==> src/rtl/lphm_pkg.sv <==
// shared types, codes and hash constants for the linear probe hash map
package lphm_pkg;

  typedef logic [1:0]  action_t;
  typedef logic [1:0]  status_t;
  typedef logic [31:0] hash_t;

  localparam action_t ACT_GET  = 2'd0;
  localparam action_t ACT_PUT  = 2'd1;
  localparam action_t ACT_DEL  = 2'd2;
  localparam action_t ACT_NONE = 2'd3;

  localparam status_t ST_OK        = 2'd0;
  localparam status_t ST_OVERWRITE = 2'd1;
  localparam status_t ST_ABSENT    = 2'd2;
  localparam status_t ST_FULL      = 2'd3;

  localparam hash_t FNV_OFFSET = 32'h811C_9DC5;
  localparam hash_t FNV_PRIME  = 32'h0100_0193;

  localparam int LOAD_NUM   = 3;
  localparam int LOAD_DEN   = 4;
  localparam int SLOT_BITS  = 8;
  localparam int COUNT_BITS = 9;

  typedef struct packed {
    logic used;
    logic tomb;
  } flags_t;

  typedef struct packed {
    logic busy;
    logic done;
  } hash_stat_t;

  function automatic hash_t fnv1a_step(hash_t h, logic [7:0] b);
    hash_t x;
    x = h ^ {24'd0, b};
    return x * FNV_PRIME;
  endfunction

endpackage

==> src/rtl/lphm_hash.sv <==
// iterative fnv-1a hash, one key byte per cycle
module lphm_hash #(
  parameter int KEY_BITS = 32
) (
  input  logic                  clk,
  input  logic                  rst_n,
  input  logic                  start,
  input  logic [KEY_BITS-1:0]   key,
  output lphm_pkg::hash_t       hash,
  output lphm_pkg::hash_stat_t  stat
);
  import lphm_pkg::*;

  localparam int KEY_BYTES = (KEY_BITS + 7) / 8;
  localparam int KEY_PAD   = KEY_BYTES * 8;
  localparam int CNT_W     = $clog2(KEY_BYTES + 1);

  logic [KEY_PAD-1:0] key_r;
  logic [CNT_W-1:0]   cnt_r;
  hash_t              h_r;
  logic               busy_r;
  logic               done_r;

  always_ff @(posedge clk) begin
    if (!rst_n) begin
      busy_r <= 1'b0;
      done_r <= 1'b0;
    end else begin
      done_r <= 1'b0;
      if (start) begin
        busy_r <= 1'b1;
        cnt_r  <= '0;
        h_r    <= FNV_OFFSET;
        key_r  <= KEY_PAD'(key);
      end else if (busy_r) begin
        h_r   <= fnv1a_step(h_r, key_r[7:0]);
        key_r <= key_r >> 8;
        cnt_r <= cnt_r + 1'b1;
        if (cnt_r == CNT_W'(KEY_BYTES - 1)) begin
          busy_r <= 1'b0;
          done_r <= 1'b1;
        end
      end
    end
  end

  assign hash      = h_r;
  assign stat.busy = busy_r;
  assign stat.done = done_r;

endmodule

==> config.mk <==
export PLATFORM = sky130hd
export DESIGN_NAME = lphm_hash
export DESIGN_NICKNAME = d
export VERILOG_FILES = /design/src/rtl/lphm_pkg.sv /design/src/rtl/lphm_hash.sv
export SDC_FILE = /design/constraint.sdc
export NUM_CORES = 1
export LEC_CHECK = 0
export BUFFER_PORTS_ARGS = -buffer_cell sky130_fd_sc_hd__buf_4
export CORE_MARGIN = 5
export CORE_UTILIZATION = 65
export CTS_BUF_LIST = sky130_fd_sc_hd__clkbuf_8 sky130_fd_sc_hd__clkbuf_16
export CTS_CLUSTER_SIZE = 12
export DETAILED_ROUTE_END_ITERATION = 8
export PLACE_DENSITY = 0.86
export SLEW_MARGIN = 30
export SYNTH_ARGS = -nofsm -noshare
export SYNTH_HDL_FRONTEND = slang
export SYNTH_SLANG_ARGS = --single-unit
export TNS_END_PERCENT = 30
==> constraint.sdc <==
create_clock -name clk -period 14.3 [get_ports clk]
set_input_delay 1.43 -clock clk [delete_from_list [all_inputs] [get_ports clk]]
set_output_delay 1.43 -clock clk [all_outputs]
set_load 0.005 [all_outputs]
# ---- Word level (Yosys, flattened, before mapping)
# Index checks and enable logic that the tools add are counted.
dict set report op_classes {
  eq_ne 1
  multipliers 1
  n_reduce_logical 3
  n_div 0
  shifts 0
  bitwise_logic 3
  add_sub_neg 1
  magnitude_cmp 0
  muxes 8
}
# cell n
set op_table {}
lappend op_table {{two-way mux 32 bit} 3}
lappend op_table {{multiplier 32 x 25 -> 32 bit (second input constant)} 1}
lappend op_table {{bitwise XOR 32 x 8 -> 32 bit} 1}
lappend op_table {{two-way mux 1 bit} 4}
lappend op_table {{adder 3 x 1 -> 3 bit (second input constant)} 1}
lappend op_table {{equality test 3 x 2 -> 1 bit (second input constant)} 1}
lappend op_table {{two-way mux 3 bit} 1}
lappend op_table {{OR reduction 3 bit} 1}
lappend op_table {{inverter 1 bit} 2}
lappend op_table {{AND reduction 2 bit} 1}
lappend op_table {{nonzero test 2 bit} 1}
dict set report totals {
  rom_bits 0
  elab_cells 22
  out_inout_bits 34
  latch_bits 0
  regBits 69
  n_memories 0
  ram_bits 0
}

# ---- Longest topological paths before layout
dict set report depth {
  depth_word 4
  ltp_mapped 21
}

# ---- Least setup slack after synthesis
# No wires, ideal clock.
dict set report synth_path {
  path_kind {register -> register}
  start {register h_r[6], in the netlist hash[6]}
  end {register h_r[30], in the netlist hash[30], data pin}
  required_time_ns 14.040
  arrival_time_ns 5.128
  setup_ns 0.260
  synth_period_minus_slack_ns 5.388
  path_stages_with_launch 20
  path_slack_ns 8.912
  cell_sequence {edfxtp_1 -> xor2_1 -> ha_1 -> ha_1 -> fa_1 -> ha_1 -> fa_1 -> ha_1 -> inv_1 -> fa_1 -> inv_1 -> ha_1 -> a21oi_2 -> o21ai_1 -> nor4_1 -> o22a_2 -> a211oi_2 -> o41a_1 -> o21ai_0 -> mux2_2}
}
dict set report synth_via {
  elab_chain_len 3
}
# element line
set synth_rtl {}
lappend synth_rtl {{start, declared} lphm_hash.sv:20} ;# hash_t h_r;
lappend synth_rtl {{start signal, assigned} lphm_hash.sv:36} ;# h_r <= fnv1a_step(h_r, key_r[7:0]);
lappend synth_rtl {{bitwise XOR 32 x 8 -> 32 bit} lphm_pkg.sv:38} ;# x = h ^ {24'd0, b};
lappend synth_rtl {{multiplier 32 x 25 -> 32 bit} lphm_pkg.sv:39} ;# return x * FNV_PRIME;
lappend synth_rtl {{two-way mux 32 bit} lphm_hash.sv:35} ;# end else if (busy_r) begin
# No other way between the ends. The select of a mux whose other input is x is not followed.
# A chain may end at the register's enable or synchronous reset.

# ---- Worst setup path after layout
dict set report layout_path {
  start {register h_r[5], in the netlist hash[5]}
  end {register h_r[25], in the netlist hash[25], data pin}
}
# Same word-level chain as after synthesis.

==> flow_summary.ini <==
[status]
status = completed

[setup_path]
end_kind = flip-flop
crit_arrival_ns = 6.08
crit_family = adder cells
ff2ff_setup_slack_ns = 8.29
cp_slowest_cell = xor2_1
startpoint_type = flip-flop
cpPeakStageDelay_ns = 0.60
path_cells = xor2_1, ha_1, ha_1, fa_1, ha_1, fa_1, ha_1, inv_1, fa_1, inv_1, ha_1, a21oi_1, o21a_1, a21boi_0, o31ai_1, a21oi_1, o21ai_0, nor3b_1, nor3_1
cp.required_ns = 14.36
reg2reg_depth = 19
worst-path-stages = 19
critPathBufInv = 2
cp_max_fo = 6
crit_type = reg2reg
cpMostUsedCell = ha_1

[sta]
worstMarginPinSlew_ns = 0.8634
setup_viol = 0
fin_ws_ns = 8.286
finalMaxSlewViolations = 0
clock.fmax_ghz = 0.1663
rsz0062_at_grt = no
fin_crit_sh = 0.4205
hold_viol_final = 0
finalSetupTns_ns = 0
fin_crit_ns = 6.014
slew_headroom = 0.4244
clock_skew_ns = 0.006260

[floorplanning]
io-pin-count = 69
rows = 41
fp.dieW_um = 123.2
initial_core_util = 0.6629
dieArea_um2 = 15180
die-height_um = 123.2
core_area_um2 = 12570

[clock_network]
cts_buffers = 9
clk-insertion-delay-late_ns = 0.34
cts_setup_buffers = 0
ctsResizeCount = 0
ctsHoldBuffers = 0
root_buffer = clkbuf_16
tritoncts = built
cts_sinks = 69
htreeDepth = 3
path_clk_slew_ns = 0.06
cts_buffer_depth = 2

[synthesis]
synth_top_cell_area_share = 0.2778
synth_edf_count = 67
synth_area_um2 = 8332
synth_nets = 1072
synth_seq_cells = 69
synth_common_cells = 189 x inv_1, 185 x ha_1, 74 x fa_1, 67 x edfxtp_1, 29 x nand2_1
netlist_instances = 778
async_reset_ff_frac = 0
post-synth-top-count-cell = inv_1
synth_top_area_cell = ha_1
synthFlopType = edfxtp_1
yosys_warnings = 0
ys_seq_area_frac = 0.2463
avgSynthCellArea_um2 = 10.71
yosys-top-cells-area = ha_1 28%, edfxtp_1 24%, fa_1 18%, inv_1 8.5%, mux2_2 3.4%
synth.distinct_cells = 51

[min_path]
hold_path.class = reg2reg
min_path_cells = 1

[cells_and_area]
drive_above_1_share = 0.1417
num-nets-final = 1143
antennaDiodeCount = 0
fin_util = 0.7412
area_delta_synth_final_pct = 11.80

[run]
maxCapViolCount = 0

[drt]
routed_wl_um = 18090
route.vias.total = 5685
drt-initial-drc-count = 225
drtPass1Iterations = 5
ant_nets = 0
avgViaCountPerCell = 5.541
drc = 0
wl_per_cell_um = 17.63

[global_route]
overflow = 0
grt_pass1_wl_um = 29800
antenna_found_initial = 0
grt_start_max_net_pins = 69
grt_pass1_vias = 6207
grt_usage = 0.2562

[place]
portBuffers = 68
post-dp-hpwl_um = 14600
post-place-ws_ns = 8.365
gp_congestion = 0.8983
[state kept, by name, summed over array words and instances, names as in the netlist]
| name | count |
|---|---|
| key_r | 32 |
| done_r | 1 |
| cnt_r | 3 |
| busy_r | 1 |
| hash | 32 |
[layer usage]
metal	vias to the layer above	share of wire	GRT usage
met4	0	0.036	0.1045
met1	2768	0.39	0.3033
met5	-	0	0
met2	166	0.51	0.4557
met3	46	0.060	0.05032
li1	2705	-	-
[path summary, 6_finish.rpt]
check | startpoint | endpoint
max | hash[5] | hash[25]
min reg2reg | busy_r | done_r
max reg2reg | hash[5] | hash[25]
min | busy_r | done_r
[final cells by class]
type / count / area (um2)
timing repair buffer: 69 / 518.0
sequential: 69 / 2052
inverter: 189 / 709.4
clock buffer: 9 / 225.2
clock inverter: 7 / 65.06
tap: 172 / 215.2
multi-input combinational: 511 / 5530
fill: 866 / 3253
[cells in the final DEF, fill, tap and decap left out, types with 10 or more instances in the layout]
cell      netlist  routed
a21oi_1        19      19
edfxtp_1       67      67
a21o_1         12      12
and2_1         12      12
nor2_1         21      21
buf_4           2      69
nand2_1        29      29
mux2_2         25      25
o21ai_0        12      12
nor3_1         10      10
inv_1         189     189
xnor2_1        27      27
fa_1           74      74
ha_1          185     185
xor2_1         19      19
[metrics by stage]
stage / cell area [um2] / cells / hold WS, ns
2_1_floorplan: 8332 / 778 / 0.4751
3_3_place_gp: 9025 / 1010 / 0.4858
3_5_place_dp: 9025 / 1010 / 0.4916
4_1_cts: 9315 / 1026 / 0.5044
5_1_grt: 9315 / 1026 / 0.5299
6_report: 9315 / 1026 / 0.5029
[worst register-to-register path: cells and delay by family, from the launching register on]
kind,cells,cell delay [ns]
compound gates,6,1.40
xor+xnor,1,0.60
fa+ha+maj,8,2.94
buf+inv,2,0.08
flops,1,0.40
simple gates,2,0.30
[cells by family after synthesis]
| family | count (synthesis) | synth area share |
|---|---|---|
| buf+inv | 198 | 0.09010 |
| fa+ha+maj | 259 | 0.4556 |
| simple gates | 104 | 0.06427 |
| mux | 26 | 0.03499 |
| xor+xnor | 46 | 0.04836 |
| compound gates | 76 | 0.06037 |
| flops | 69 | 0.2463 |
Power is left out: the tool's default activity adds up to more than one toggle a clock period on the data nets, which glitch-free logic cannot reach.
